**src/hw/rtl/rgb2hsl_pkg.sv**
```systemverilog
`timescale 1ns / 1ps

package rgb2hsl_pkg;

    // Field widths of the stream words
    localparam int IN_BITS      = 8;
    localparam int OUT_BITS     = 15;

    // Channel datapath width and full scale
    localparam int CHANNEL_BITS = 8;
    localparam int CH_MAX       = (1 << CHANNEL_BITS) - 1;

    // Output scale factors: degrees*64 over one sixth of the circle, percent*256
    localparam int HUE_SCALE    = 3840;
    localparam int PCT_SCALE    = 25600;

    // Hue numerator term n is below 6*d
    localparam int N_BITS       = CHANNEL_BITS + 3;
    localparam int SUM_BITS     = CHANNEL_BITS + 1;

    // Dividend widths of the two variable divisions
    localparam int HUE_NUM_W    = $clog2(HUE_SCALE * 6 * CH_MAX + 1);
    localparam int SAT_NUM_W    = $clog2(PCT_SCALE * CH_MAX + 1);

    // Lightness divides by the constant 2*CH_MAX: multiply by a rounded-up
    // reciprocal; the shift keeps the error under one step for every sum
    localparam int     LIT_SHIFT   = 2 * CHANNEL_BITS + 2;
    localparam longint LIT_RECIP   = ((longint'(PCT_SCALE) << LIT_SHIFT)
                                     + longint'(2 * CH_MAX - 1)) / longint'(2 * CH_MAX);
    localparam int     LIT_RECIP_W = $clog2(LIT_RECIP + 1);
    localparam int     LIT_PROD_W  = SUM_BITS + LIT_RECIP_W;

    localparam logic [SUM_BITS-1:0] SUM_LIM = SUM_BITS'(CH_MAX);
    localparam logic [SUM_BITS-1:0] TWO_MAX = SUM_BITS'(2 * CH_MAX);

    typedef struct packed {
        logic [IN_BITS-1:0] red;
        logic [IN_BITS-1:0] green;
        logic [IN_BITS-1:0] blue;
    } t_rgb;

    typedef struct packed {
        logic [OUT_BITS-1:0] hue;
        logic [OUT_BITS-1:0] saturation;
        logic [OUT_BITS-1:0] lightness;
    } t_hsl;

    typedef enum logic [1:0] {
        MAX_RED,
        MAX_GREEN,
        MAX_BLUE
    } t_max_sel;

endpackage

```
**src/hw/rtl/rgb2hsl_div.sv**
```systemverilog
`timescale 1ns / 1ps

// Restoring divider, one quotient bit per register stage.
// The quotient must fit in QUO_W bits.
module rgb2hsl_div #(
    parameter int NUM_W = rgb2hsl_pkg::HUE_NUM_W,
    parameter int DIV_W = rgb2hsl_pkg::CHANNEL_BITS,
    parameter int QUO_W = rgb2hsl_pkg::OUT_BITS
) (
    input  logic             i_clk,
    input  logic [QUO_W-1:0] i_en,
    input  logic [NUM_W-1:0] i_num,
    input  logic [DIV_W-1:0] i_div,
    output logic [QUO_W-1:0] o_quo
);

    logic [DIV_W-1:0] r_rem [QUO_W];
    logic [QUO_W-1:0] r_low [QUO_W];
    logic [QUO_W-1:0] r_quo [QUO_W];
    logic [DIV_W-1:0] r_dvs [QUO_W];

    for (genvar k = 0; k < QUO_W; k++) begin : g_stage
        logic [DIV_W-1:0] n_rem_in;
        logic [QUO_W-1:0] n_low_in;
        logic [QUO_W-1:0] n_quo_in;
        logic [DIV_W-1:0] n_dvs_in;
        logic [DIV_W:0]   n_trial;
        logic             n_ge;

        if (k == 0) begin : g_first
            assign n_rem_in = DIV_W'(i_num[NUM_W-1:QUO_W]);
            assign n_low_in = i_num[QUO_W-1:0];
            assign n_quo_in = '0;
            assign n_dvs_in = i_div;
        end else begin : g_next
            assign n_rem_in = r_rem[k-1];
            assign n_low_in = r_low[k-1];
            assign n_quo_in = r_quo[k-1];
            assign n_dvs_in = r_dvs[k-1];
        end

        // shift in the next dividend bit and try the subtraction
        assign n_trial = {n_rem_in, n_low_in[QUO_W-1]};
        assign n_ge    = (n_trial >= {1'b0, n_dvs_in});

        always_ff @(posedge i_clk) begin
            if (i_en[k]) begin
                r_rem[k] <= n_ge ? DIV_W'(n_trial - {1'b0, n_dvs_in}) : DIV_W'(n_trial);
                r_low[k] <= {n_low_in[QUO_W-2:0], 1'b0};
                r_quo[k] <= {n_quo_in[QUO_W-2:0], n_ge};
                r_dvs[k] <= n_dvs_in;
            end
        end
    end

    assign o_quo = r_quo[QUO_W-1];

endmodule

```
**src/hw/rtl/rgb_to_hsl_converter.sv**
```systemverilog
`timescale 1ns / 1ps
// Pipeline: 19 register stages, 4 front stages plus one per quotient bit (15 bits).
// Throughput: one word per cycle while the output is not stalled, set by the fully
// pipelined bit-per-stage dividers.
// Each stage holds while the one after it is full and stalled; bubbles fill in.
// Reset: synchronous, active low; clears every stage valid bit, data is not reset.
module rgb_to_hsl_converter (
    input  logic               i_clk,
    input  logic               i_rst_n,
    input  logic               i_valid,
    output logic               o_ready,
    input  rgb2hsl_pkg::t_rgb  i_rgb,
    output logic               o_valid,
    input  logic               i_ready,
    output rgb2hsl_pkg::t_hsl  o_hsl
);

    localparam int CB      = rgb2hsl_pkg::CHANNEL_BITS;
    localparam int QW      = rgb2hsl_pkg::OUT_BITS;
    localparam int NB      = rgb2hsl_pkg::N_BITS;
    localparam int SB      = rgb2hsl_pkg::SUM_BITS;
    localparam int HNW     = rgb2hsl_pkg::HUE_NUM_W;
    localparam int SNW     = rgb2hsl_pkg::SAT_NUM_W;
    localparam int LPW     = rgb2hsl_pkg::LIT_PROD_W;
    // Front stages: input, max/min, numerators, scaling products
    localparam int FRONT   = 4;
    localparam int STAGES  = FRONT + QW;

    // ------------------------------------------------------------------
    // Stage valid bits and the per-stage advance chain. A stage moves
    // when it is empty or the stage after it moves.
    // ------------------------------------------------------------------
    logic [STAGES-1:0] r_vld;
    logic [STAGES-1:0] w_en;

    always_comb begin
        w_en[STAGES-1] = !r_vld[STAGES-1] || i_ready;
        for (int j = STAGES - 2; j >= 0; j--) begin
            w_en[j] = !r_vld[j] || w_en[j+1];
        end
    end

    always_ff @(posedge i_clk) begin
        if (!i_rst_n) begin
            r_vld <= '0;
        end else begin
            if (w_en[0]) begin
                r_vld[0] <= i_valid;
            end
            for (int j = 1; j < STAGES; j++) begin
                if (w_en[j]) begin
                    r_vld[j] <= r_vld[j-1];
                end
            end
        end
    end

    assign o_ready = w_en[0];

    // ------------------------------------------------------------------
    // Stage 1: capture the pixel, masked to the channel width.
    // ------------------------------------------------------------------
    logic [CB-1:0] r_s1_r, r_s1_g, r_s1_b;

    always_ff @(posedge i_clk) begin
        if (w_en[0]) begin
            r_s1_r <= CB'(i_rgb.red);
            r_s1_g <= CB'(i_rgb.green);
            r_s1_b <= CB'(i_rgb.blue);
        end
    end

    // ------------------------------------------------------------------
    // Stage 2: find max and min. Ties go to red, then green. Also pick the
    // two channels whose difference feeds the hue (n = base + a - c).
    // ------------------------------------------------------------------
    rgb2hsl_pkg::t_max_sel n_s2_sel;
    logic [CB-1:0]         n_s2_hi, n_s2_lo, n_s2_a, n_s2_c;

    always_comb begin
        if (r_s1_r >= r_s1_g && r_s1_r >= r_s1_b) begin
            n_s2_sel = rgb2hsl_pkg::MAX_RED;
            n_s2_hi  = r_s1_r;
            n_s2_a   = r_s1_g;
            n_s2_c   = r_s1_b;
        end else if (r_s1_g >= r_s1_b) begin
            n_s2_sel = rgb2hsl_pkg::MAX_GREEN;
            n_s2_hi  = r_s1_g;
            n_s2_a   = r_s1_b;
            n_s2_c   = r_s1_r;
        end else begin
            n_s2_sel = rgb2hsl_pkg::MAX_BLUE;
            n_s2_hi  = r_s1_b;
            n_s2_a   = r_s1_r;
            n_s2_c   = r_s1_g;
        end
        n_s2_lo = r_s1_r;
        if (r_s1_g < n_s2_lo) begin
            n_s2_lo = r_s1_g;
        end
        if (r_s1_b < n_s2_lo) begin
            n_s2_lo = r_s1_b;
        end
    end

    rgb2hsl_pkg::t_max_sel r_s2_sel;
    logic [CB-1:0]         r_s2_hi, r_s2_lo, r_s2_a, r_s2_c;

    always_ff @(posedge i_clk) begin
        if (w_en[1]) begin
            r_s2_sel <= n_s2_sel;
            r_s2_hi  <= n_s2_hi;
            r_s2_lo  <= n_s2_lo;
            r_s2_a   <= n_s2_a;
            r_s2_c   <= n_s2_c;
        end
    end

    // ------------------------------------------------------------------
    // Stage 3: chroma d, sum, hue numerator n and saturation divisor.
    // Red as max with green below blue wraps by a full circle (6d).
    // ------------------------------------------------------------------
    logic [CB-1:0] n_s3_d;
    logic [SB-1:0] n_s3_sum;
    logic [NB-1:0] n_s3_base, n_s3_n;
    logic [CB-1:0] n_s3_den;

    always_comb begin
        n_s3_d   = r_s2_hi - r_s2_lo;
        n_s3_sum = SB'(r_s2_hi) + SB'(r_s2_lo);
        unique case (r_s2_sel)
            rgb2hsl_pkg::MAX_RED: begin
                n_s3_base = (r_s2_a >= r_s2_c) ? '0
                          : (NB'(n_s3_d) << 2) + (NB'(n_s3_d) << 1);
            end
            rgb2hsl_pkg::MAX_GREEN: n_s3_base = NB'(n_s3_d) << 1;
            rgb2hsl_pkg::MAX_BLUE:  n_s3_base = NB'(n_s3_d) << 2;
            default:                n_s3_base = '0;
        endcase
        n_s3_n   = n_s3_base + NB'(r_s2_a) - NB'(r_s2_c);
        n_s3_den = (n_s3_sum <= rgb2hsl_pkg::SUM_LIM) ? CB'(n_s3_sum)
                 : CB'(rgb2hsl_pkg::TWO_MAX - n_s3_sum);
    end

    logic [NB-1:0] r_s3_n;
    logic [CB-1:0] r_s3_d, r_s3_den;
    logic [SB-1:0] r_s3_sum;
    logic          r_s3_gray;

    always_ff @(posedge i_clk) begin
        if (w_en[2]) begin
            r_s3_n    <= n_s3_n;
            r_s3_d    <= n_s3_d;
            r_s3_sum  <= n_s3_sum;
            r_s3_den  <= n_s3_den;
            r_s3_gray <= (n_s3_d == '0);
        end
    end

    // ------------------------------------------------------------------
    // Stage 4: scale the dividends by constant products. Lightness is
    // finished here: sum times the reciprocal of 2*max, then shift down.
    // ------------------------------------------------------------------
    logic [HNW-1:0] r_s4_hnum;
    logic [SNW-1:0] r_s4_snum;
    logic [QW-1:0]  r_s4_lit;
    logic [CB-1:0]  r_s4_d, r_s4_den;
    logic           r_s4_gray;
    logic [LPW-1:0] n_s4_lprod;

    assign n_s4_lprod = LPW'(r_s3_sum) * LPW'(rgb2hsl_pkg::LIT_RECIP);

    always_ff @(posedge i_clk) begin
        if (w_en[3]) begin
            r_s4_hnum <= HNW'(r_s3_n) * HNW'(rgb2hsl_pkg::HUE_SCALE);
            r_s4_snum <= SNW'(r_s3_d) * SNW'(rgb2hsl_pkg::PCT_SCALE);
            r_s4_lit  <= QW'(n_s4_lprod >> rgb2hsl_pkg::LIT_SHIFT);
            r_s4_d    <= r_s3_d;
            r_s4_den  <= r_s3_den;
            r_s4_gray <= r_s3_gray;
        end
    end

    // ------------------------------------------------------------------
    // Divider stages: two dividers in lockstep, one quotient bit each
    // stage. Gray pixels divide by zero; carry a flag to zero the result.
    // Lightness rides along the same stages.
    // ------------------------------------------------------------------
    logic [QW-1:0] w_hue_q, w_sat_q;
    logic [QW-1:0] r_gray;
    logic [QW-1:0] r_lit [QW];

    rgb2hsl_div #(
        .NUM_W (HNW),
        .DIV_W (CB),
        .QUO_W (QW)
    ) u_hue_div (
        .i_clk (i_clk),
        .i_en  (w_en[STAGES-1:FRONT]),
        .i_num (r_s4_hnum),
        .i_div (r_s4_d),
        .o_quo (w_hue_q)
    );

    rgb2hsl_div #(
        .NUM_W (SNW),
        .DIV_W (CB),
        .QUO_W (QW)
    ) u_sat_div (
        .i_clk (i_clk),
        .i_en  (w_en[STAGES-1:FRONT]),
        .i_num (r_s4_snum),
        .i_div (r_s4_den),
        .o_quo (w_sat_q)
    );

    always_ff @(posedge i_clk) begin
        if (w_en[FRONT]) begin
            r_gray[0] <= r_s4_gray;
            r_lit[0]  <= r_s4_lit;
        end
        for (int k = 1; k < QW; k++) begin
            if (w_en[FRONT+k]) begin
                r_gray[k] <= r_gray[k-1];
                r_lit[k]  <= r_lit[k-1];
            end
        end
    end

    // Output word comes straight from the last divider registers
    assign o_valid          = r_vld[STAGES-1];
    assign o_hsl.hue        = r_gray[QW-1] ? '0 : w_hue_q;
    assign o_hsl.saturation = r_gray[QW-1] ? '0 : w_sat_q;
    assign o_hsl.lightness  = r_lit[QW-1];

    // ------------------------------------------------------------------
    // Assertions
    // ------------------------------------------------------------------
    a_hue_range: assert property (@(posedge i_clk) disable iff (!i_rst_n)
        o_valid |-> (o_hsl.hue < QW'(23040)))
        else $error("hue out of range");

    a_pct_range: assert property (@(posedge i_clk) disable iff (!i_rst_n)
        o_valid |-> (o_hsl.saturation <= QW'(rgb2hsl_pkg::PCT_SCALE))
                 && (o_hsl.lightness <= QW'(rgb2hsl_pkg::PCT_SCALE)))
        else $error("saturation or lightness out of range");

    a_black: assert property (@(posedge i_clk) disable iff (!i_rst_n)
        (o_valid && o_hsl.lightness == '0) |->
        (o_hsl.hue == '0 && o_hsl.saturation == '0))
        else $error("black pixel with nonzero hue or saturation");

    a_stall_full: assert property (@(posedge i_clk) disable iff (!i_rst_n)
        !o_ready |-> ((&r_vld) && !i_ready))
        else $error("input stalled while the pipeline has a bubble");

endmodule

```
**config.mk**
```make
export PLATFORM = sky130hd
export DESIGN_NAME = rgb_to_hsl_converter
export DESIGN_NICKNAME = d
export VERILOG_FILES = /design/src/hw/rtl/rgb2hsl_pkg.sv /design/src/hw/rtl/rgb2hsl_div.sv /design/src/hw/rtl/rgb_to_hsl_converter.sv
export SDC_FILE = /design/constraint.sdc
export NUM_CORES = 2
export LEC_CHECK = 0
export BUFFER_PORTS_ARGS = -buffer_cell sky130_fd_sc_hd__buf_2
export CAP_MARGIN = 20
export CORE_UTILIZATION = 57
export DETAILED_ROUTE_END_ITERATION = 16
export PLACE_DENSITY = 0.76
export SLEW_MARGIN = 20
export SYNTH_ARGS = -nofsm -noshare
export SYNTH_HDL_FRONTEND = slang
export SYNTH_SLANG_ARGS = --single-unit
export TNS_END_PERCENT = 50
```
**constraint.sdc**
```tcl
create_clock -name i_clk -period 6.3 [get_ports i_clk]
set_input_delay 1.26 -clock i_clk [delete_from_list [all_inputs] [get_ports i_clk]]
set_output_delay 1.26 -clock i_clk [all_outputs]
set_load 0.01 [all_outputs]
```
* After elaboration in Yosys (flattened, before gate mapping) *
Memory sizes are Yosys's and may differ from the RTL's.
Index checks and enable logic that the tools add are counted.

storage, ports and cells
  memories = 9
  input bits = 28
  output and inout bits = 47
  bits in read-only memories = 0
  word-level logic and storage cells = 255
  bits in writable memories = 1575
  bits in latches = 0
  register bits after elaboration = 189

memories
  memory           words  width  rd ports  clocked after Yosys merged registers in  wr ports  RTL line                     text
  r_lit            15     15     15        0                                        15        rgb_to_hsl_converter.sv:191  logic [QW-1:0] r_lit [QW];
  u_hue_div.r_quo  15     15     15        0                                        15        rgb2hsl_div.sv:19            logic [QUO_W-1:0] r_quo [QUO_W];
  u_sat_div.r_quo  15     15     15        0                                        15        rgb2hsl_div.sv:19
  u_hue_div.r_low  15     14     14        0                                        15        rgb2hsl_div.sv:18            logic [QUO_W-1:0] r_low [QUO_W];
  u_sat_div.r_low  15     14     14        0                                        15        rgb2hsl_div.sv:18
  u_hue_div.r_dvs  15     8      14        0                                        15        rgb2hsl_div.sv:20            logic [DIV_W-1:0] r_dvs [QUO_W];
  +3 memories      n/a    n/a    n/a       n/a                                      n/a       n/a

cells by class
  equality and inequality tests = 2
  bitwise logic cells = 0
  multipliers = 3
  order comparisons = 37
  reduce and logical (&&, ||, !) cells = 41
  shift-type cells = 0
  multiplexer cells = 74
  divide/modulo/power cells = 0
  add/sub/neg operators = 36

operators by type and width
  kind                                                  count
  2-to-1 mux 8 bit                                      39
  greater-or-equal comparator 9 x 8 -> 1 bit            30
  subtractor 8 bit                                      31
  multiplier 9 x 24 -> 33 bit (second input constant)   1
  one-hot mux 11 bit (3 select lines)                   1
  greater-or-equal comparator 8 bit                     4
  2-to-1 mux 1 bit                                      30
  2-to-1 mux 15 bit                                     2
  logical NOT 1 bit                                     19
  logical OR 1 bit                                      19
  < comparator 8 bit                                    2
  multiplier 11 x 4 -> 15 bit (second input constant)   1
  multiplier 8 x 5 -> 13 bit (second input constant)    1
  adder 10 x 9 -> 11 bit                                1
  adder 11 x 8 -> 11 bit                                1
  2-to-1 mux 11 bit                                     1
  subtractor 11 x 8 -> 11 bit                           1
  adder 8 x 8 -> 9 bit                                  1
  <= comparator 9 x 8 -> 1 bit (second input constant)  1
  logical NOT 8 bit                                     1
  subtractor 8 bit (first input constant)               1
  == test 2 x 1 -> 1 bit (second input constant)        1
  == test 2 bit (second input constant)                 1
  logical NOT 2 bit                                     1
  2 further kinds                                       2

* Logic depth before layout (Yosys ltp) *
  depth in word-level cells = 20
  depth in mapped cells = 22
  mapped depth without buffers = 22

* Cells and area by module *
A second synthesis with hierarchy kept.

second synthesis, totals
  cells, all modules = 4020
  area total of the unflattened synthesis = 60394.2 µm²

by module, submodules not included
  module                   seq. area each (µm²)  area an instance (µm²)  instances  cells each
  rgb2hsl_div (u_hue_div)  13482.9               20554.7                 1          1339
  rgb2hsl_div (u_sat_div)  13482.9               20169.3                 1          1339
  rgb_to_hsl_converter     12061.6               19670.1                 1          1342

* Worst setup path after synthesis *
Ideal clock, no wire load.

  path type = input port to output port
  start point = input port i_ready
  end point = output port o_ready
  slack = -0.328 ns
  stages = 9
  arrival = 5.368 ns
  path buffers = 0
  data required time = 5.040 ns
  path through = nor2b_1 -> inv_1 -> nor2_1 -> and2_1 -> inv_1 -> nor3_1 -> and2_1 -> and3_1 -> nand2_1

on the way
  word-level cells in the longest chain between the ends = 19

ends and longest elaborated chain
  element                         RTL line                    text
  start, declared                 rgb_to_hsl_converter.sv:14  input logic i_ready,
  logical OR 1 bit                rgb_to_hsl_converter.sv:37  w_en[STAGES-1] = !r_vld[STAGES-1] || i_ready;
  via u_hue_div.i_en[14]          rgb2hsl_div.sv:11           input logic [QUO_W-1:0] i_en,
  logical OR 1 bit (5 in a row)   rgb_to_hsl_converter.sv:39  w_en[j] = !r_vld[j] || w_en[j+1];
  via u_hue_div.i_en[9]           rgb2hsl_div.sv:11
  logical OR 1 bit (13 in a row)  rgb_to_hsl_converter.sv:39
  end, declared                   rgb_to_hsl_converter.sv:11  output logic o_ready,

The timed path passes the listed nets, and every way through them passes these cells.

* Final worst setup path *
  start point = register r_s2_hi[0]
  end point = register r_s3_n[10], data pin

on the way
  word-level cells in the longest chain between the ends = 6

ends and longest elaborated chain
  element                                RTL line                     text
  start, declared                        rgb_to_hsl_converter.sv:107  logic [CB-1:0] r_s2_hi, r_s2_lo, r_s2_a, r_s2_c;
  start signal, assigned                 rgb_to_hsl_converter.sv:112  r_s2_hi <= n_s2_hi;
  subtractor 8 bit *                     rgb_to_hsl_converter.sv:129  n_s3_d = r_s2_hi - r_s2_lo;
  adder 10 x 9 -> 11 bit                 rgb_to_hsl_converter.sv:134  : (NB'(n_s3_d) << 2) + (NB'(n_s3_d) << 1);
  2-to-1 mux 11 bit                      rgb_to_hsl_converter.sv:133  n_s3_base = (r_s2_a >= r_s2_c) ? '0
  one-hot mux 11 bit (3 select lines) *  rgb_to_hsl_converter.sv:131  unique case (r_s2_sel)
  adder 11 x 8 -> 11 bit *               rgb_to_hsl_converter.sv:140  n_s3_n = n_s3_base + NB'(r_s2_a) - NB'(r_s2_c);
  subtractor 11 x 8 -> 11 bit *          rgb_to_hsl_converter.sv:140
  via n_s3_n[10]                         rgb_to_hsl_converter.sv:125  logic [NB-1:0] n_s3_base, n_s3_n;
  end signal, assigned                   rgb_to_hsl_converter.sv:152  r_s3_n <= n_s3_n;
  end, declared                          rgb_to_hsl_converter.sv:145  logic [NB-1:0] r_s3_n;

The timed path passes the listed nets; every way through them passes the cells marked *.
A chain may end at the register's enable or synchronous reset.

==> flow_summary.html <==
<table>
<tr><th>Metric</th><th>Value</th></tr>
<tr><th colspan="2">Route</th></tr>
<tr><td>Wire length per cell</td><td>about 16 µm</td></tr>
<tr><td>Detailed router's first-iteration violation count</td><td>~1300</td></tr>
<tr><td>Length of the first detailed-routing pass in iterations</td><td>8</td></tr>
<tr><td>Post-route antenna net violation count</td><td>0</td></tr>
<tr><td>DRC errors left</td><td>0</td></tr>
<tr><td>Post-detailed-route via-to-cell ratio</td><td>5.35</td></tr>
<tr><td>Wirelength, routed</td><td>82.2 mm</td></tr>
<tr><td>Via count</td><td>27953</td></tr>
<tr><th colspan="2">Floorplan</th></tr>
<tr><td>Placement Rows</td><td>111</td></tr>
<tr><td>Die W</td><td>306 µm</td></tr>
<tr><td>Die outline area</td><td>93900 µm²</td></tr>
<tr><td>Initial core utilization</td><td>57.6%</td></tr>
<tr><td>Die outline height</td><td>306 µm</td></tr>
<tr><td>Total core area</td><td>91700 µm²</td></tr>
<tr><td>Number of I/O pins</td><td>75</td></tr>
<tr><th colspan="2">Place</th></tr>
<tr><td>Final weighted congestion in routability-driven placement</td><td>roughly 0.84</td></tr>
<tr><td>Number of I/O port buffers</td><td>74</td></tr>
<tr><td>Post-DP HPWL</td><td>60.1 mm</td></tr>
<tr><td>Instance count after placement with tap cells included</td><td>5017</td></tr>
<tr><td>Setup slack at placement</td><td>0.838 ns</td></tr>
<tr><th colspan="2">Synthesis</th></tr>
<tr><td>Most common flop cell mapped by yosys</td><td>edfxtp_1</td></tr>
<tr><td>Number of different library cells in the post-synthesis netlist</td><td>a little over 80</td></tr>
<tr><td>Post-Syn Nets</td><td>4300</td></tr>
<tr><td>Netlist area before placement</td><td>52800 µm²</td></tr>
<tr><td>Yosys Warn Count</td><td>0</td></tr>
<tr><td>Number of enable flip-flop cells after synthesis</td><td>about 1100</td></tr>
<tr><td>Fraction of synthesis flops using an asynchronous set or reset pin</td><td>0%</td></tr>
<tr><td>Mean Syn Cell Area</td><td>approximately 14 µm²</td></tr>
<tr><td>Sequential-to-total area share from yosys stat</td><td>roughly 62%</td></tr>
<tr><td>#FFs+latches synth</td><td>1104</td></tr>
<tr><td>Post-Syn Instances</td><td>3779</td></tr>
<tr><th colspan="2">Critical path</th></tr>
<tr><td>Peak fanout along the critical path</td><td>9</td></tr>
<tr><td>Family with the most delay on the worst path</td><td>compound AO/OA/AOI/OAI gates</td></tr>
<tr><td>Req. time, crit path</td><td>6.71 ns</td></tr>
<tr><td>Arrival time at the worst endpoint</td><td>5.88 ns</td></tr>
<tr><td>Slowest-stage cell, CP</td><td>o41ai_1</td></tr>
<tr><td>Crit path buffers/inverters</td><td>4</td></tr>
<tr><td>Critical path launch point type</td><td>flop</td></tr>
<tr><td>Worst setup path category</td><td>flop to flop</td></tr>
<tr><td>Worst setup EP type</td><td>flop</td></tr>
<tr><td>Chain of cells forming the critical path</td><td>inv_1 &gt; ha_1 &gt; inv_1 &gt; fa_1 &gt; a211o_1 &gt; a21oi_2 &gt; or2_1 &gt; inv_2 &gt; ha_1 &gt; a31oi_1 &gt; nand3_1 &gt; a2111oi_2 &gt; nor3_1 &gt; fa_1 &gt; inv_1 &gt; ha_1 &gt; o41ai_1 &gt; o21ai_0 &gt; xor3_1</td></tr>
<tr><td>Stage delay of the slowest cell on the critical path</td><td>0.55 ns</td></tr>
<tr><th colspan="2">Cells and area</th></tr>
<tr><td>Leading cell type in the layout, fill and taps excluded</td><td>edfxtp_1</td></tr>
<tr><td>Layout filler cell count</td><td>6524</td></tr>
<tr><td>Commonest cells after routing, fill and taps aside</td><td>edfxtp_1, inv_1, ha_1</td></tr>
<tr><td>ANT cells</td><td>0</td></tr>
<tr><td>Net count reported at finish</td><td>between 4000 and 5000</td></tr>
<tr><td>Layout cell share with drive strength beyond 1</td><td>11.7%</td></tr>
<tr><td>Syn-to-layout area delta</td><td>10.1%</td></tr>
<tr><td>Number of non-filler instances in the completed layout</td><td>roughly 5200</td></tr>
<tr><th colspan="2">Clocking</th></tr>
<tr><td>Setup bufs post-CTS</td><td>0</td></tr>
<tr><td>Hold buffers post-CTS</td><td>0</td></tr>
<tr><td>Number of cells upsized or downsized after cts</td><td>0</td></tr>
<tr><td>Cts bufs inserted</td><td>110</td></tr>
<tr><td>Clock tree buffer depth</td><td>3</td></tr>
<tr><td>Number of clock sinks</td><td>about 1100</td></tr>
<tr><td>Clock slew at reported path FFs</td><td>0.06 ns</td></tr>
<tr><td>CTS tree</td><td>yes</td></tr>
<tr><td>Htree depth</td><td>3</td></tr>
<tr><td>Buffer type at the clock tree root</td><td>clkbuf_16</td></tr>
<tr><td>Clock insertion delay at the later pin of the skew report</td><td>0.69 ns</td></tr>
<tr><th colspan="2">Global routing</th></tr>
<tr><td>Remaining global-route overflow</td><td>0</td></tr>
<tr><td>Wire length of the first global-routing pass</td><td>136 mm</td></tr>
<tr><td>Number of antenna violations at the first check in global routing</td><td>0</td></tr>
<tr><td>Global Route Usage Sum</td><td>17.8%</td></tr>
<tr><td>Pin count of the biggest net entering global routing</td><td>70</td></tr>
<tr><td>Number of global-route vias before repair</td><td>approximately 29000</td></tr>
<tr><th colspan="2">STA</th></tr>
<tr><td>Final setup violation count</td><td>0</td></tr>
<tr><td>RSZ-0062 raised after global routing</td><td>false</td></tr>
<tr><td>Transition time of the tightest slew-check pin</td><td>1.04 ns</td></tr>
<tr><td>F_max</td><td>about 180 MHz</td></tr>
<tr><td>Worst hold slack after final layout</td><td>~0.40 ns</td></tr>
<tr><td>Final hold viol count</td><td>0</td></tr>
<tr><td>Summed negative setup slack over all endpoints</td><td>0 ns</td></tr>
<tr><td>Post-route clock period utilization</td><td>86.8%</td></tr>
<tr><td>Pins over their slew limit</td><td>0</td></tr>
<tr><td>Tmin final</td><td>around 5.5 ns</td></tr>
<tr><td>Worst clock skew</td><td>between 0.02 and 0.03 ns</td></tr>
<tr><td>PnR worst setup slack</td><td>0.833 ns</td></tr>
<tr><td>Max transition margin</td><td>between 30% and 40%</td></tr>
<tr><th colspan="2">Hold path</th></tr>
<tr><td>Path type of the worst min-delay path</td><td>flop to flop</td></tr>
<tr><th colspan="2">Run status</th></tr>
<tr><td>Outcome</td><td>completed</td></tr>
<tr><th colspan="2">Job</th></tr>
<tr><td>Total of max-cap violations</td><td>0</td></tr>
</table>
==> per-layer routing <==
layer  vias up  global-route usage, %  wire (µm)
met5         -                      0          0
li1      13937                      -          -
met2       364                   36.1      46800
met4         0                   6.95       2720
met3       178                   2.64       2250
met1     13474                   17.9      30400
==> synthesized netlist by cell type, types with 23 or more instances <==
master / count / share of area [%]
nand3_1: 30 / 0.28
and2_1: 24 / 0.28
a311oi_1: 25 / 0.41
edfxtp_1: 1085 / 62
a21boi_0: 54 / 0.77
xor2_1: 35 / 0.58
o21a_1: 38 / 0.54
o21ai_0: 154 / 1.5
nor2b_1: 109 / 1.3
a22oi_2: 25 / 0.59
nand2b_1: 37 / 0.44
a21o_1: 50 / 0.71
nand4_1: 46 / 0.54
ha_1: 415 / 9.8
a21oi_1: 115 / 1.1
nor3_1: 23 / 0.22
o21ai_1: 25 / 0.24
nand2_1: 87 / 0.62
xnor2_1: 97 / 1.6
mux2_2: 149 / 3.2
inv_1: 522 / 3.7
fa_1: 78 / 3.0
nor2_1: 268 / 1.9
mux2i_1: 97 / 1.8
==> layout make-up <==
type                            count  area [µm²]  area share, %
Clock buffer                      153        3010           5.17
Tap cell                         1186        1480           2.55
Timing Repair Buffer               95         528          0.908
Inverter                          526        1980           3.41
Clock inverter                     51         507          0.872
Multi-Input combinational cell   2106       17700           30.4
Sequential cell                  1104       33000           56.7
==> sequential cells by signal, indices dropped and copies added, names as in the netlist, 10 cells and up <==
name and count:
u_hue_div.r_dvs 108, u_sat_div.r_rem 112, u_hue_div.r_quo 120, r_gray 15
u_sat_div.r_dvs 102, r_s4_lit 15, r_s4_hnum 15, r_lit 225
u_sat_div.r_quo 120, r_vld 19, u_hue_div.r_low 21, u_hue_div.r_rem 112
r_s3_n 11, r_s4_snum 10
==> through the flow <==
step | util (%) | cell area [µm²]
floorplan | - | 52800
finish | 63.4 | 58100
global placement | 59.6 | 54600
CTS | 63.4 | 58100
detailed placement | 59.6 | 54600
global route | 63.4 | 58100
==> worst register-to-register path, stage by stage, from the launching register on <==
cell       delay [ns]
edfxtp_1         0.39
inv_1            0.07
ha_1             0.15
inv_1            0.05
fa_1             0.44
a211o_1          0.33
a21oi_2          0.22
or2_1            0.38
inv_2            0.15
ha_1             0.35
a31oi_1          0.35
nand3_1          0.16
a2111oi_2        0.39
nor3_1           0.12
fa_1             0.49
inv_1            0.04
ha_1             0.22
o41ai_1          0.55
o21ai_0          0.19
xor3_1           0.19
==> cell families (layout without fill, tap and decap cells) <==
logic type	Yosys count	in the layout	synth area share, %
AO/OA/AOI/OAI	568	568	7.19
multiplexers	246	246	5.01
XOR/XNOR	134	134	2.26
flip-flops	1104	1104	62.4
AND/OR/NAND/NOR	664	664	6.11
adder cells (fa/ha/maj)	494	494	12.8
buffers and inverters	569	825	4.22
==> final timing paths <==
kind,end,slack [ns],cells after the start,from
worst max-delay path,r_s3_n[10],0.83,19,r_s2_hi[0]
worst min register to register,r_lit[0][14],0.40,0,r_s4_lit[14]
worst min-delay path,r_lit[0][14],0.40,0,r_s4_lit[14]
worst max register to register,r_s3_n[10],0.83,19,r_s2_hi[0]
Power is left out: the tool's default activity adds up to more than one toggle a clock period on the data nets, which glitch-free logic cannot reach.
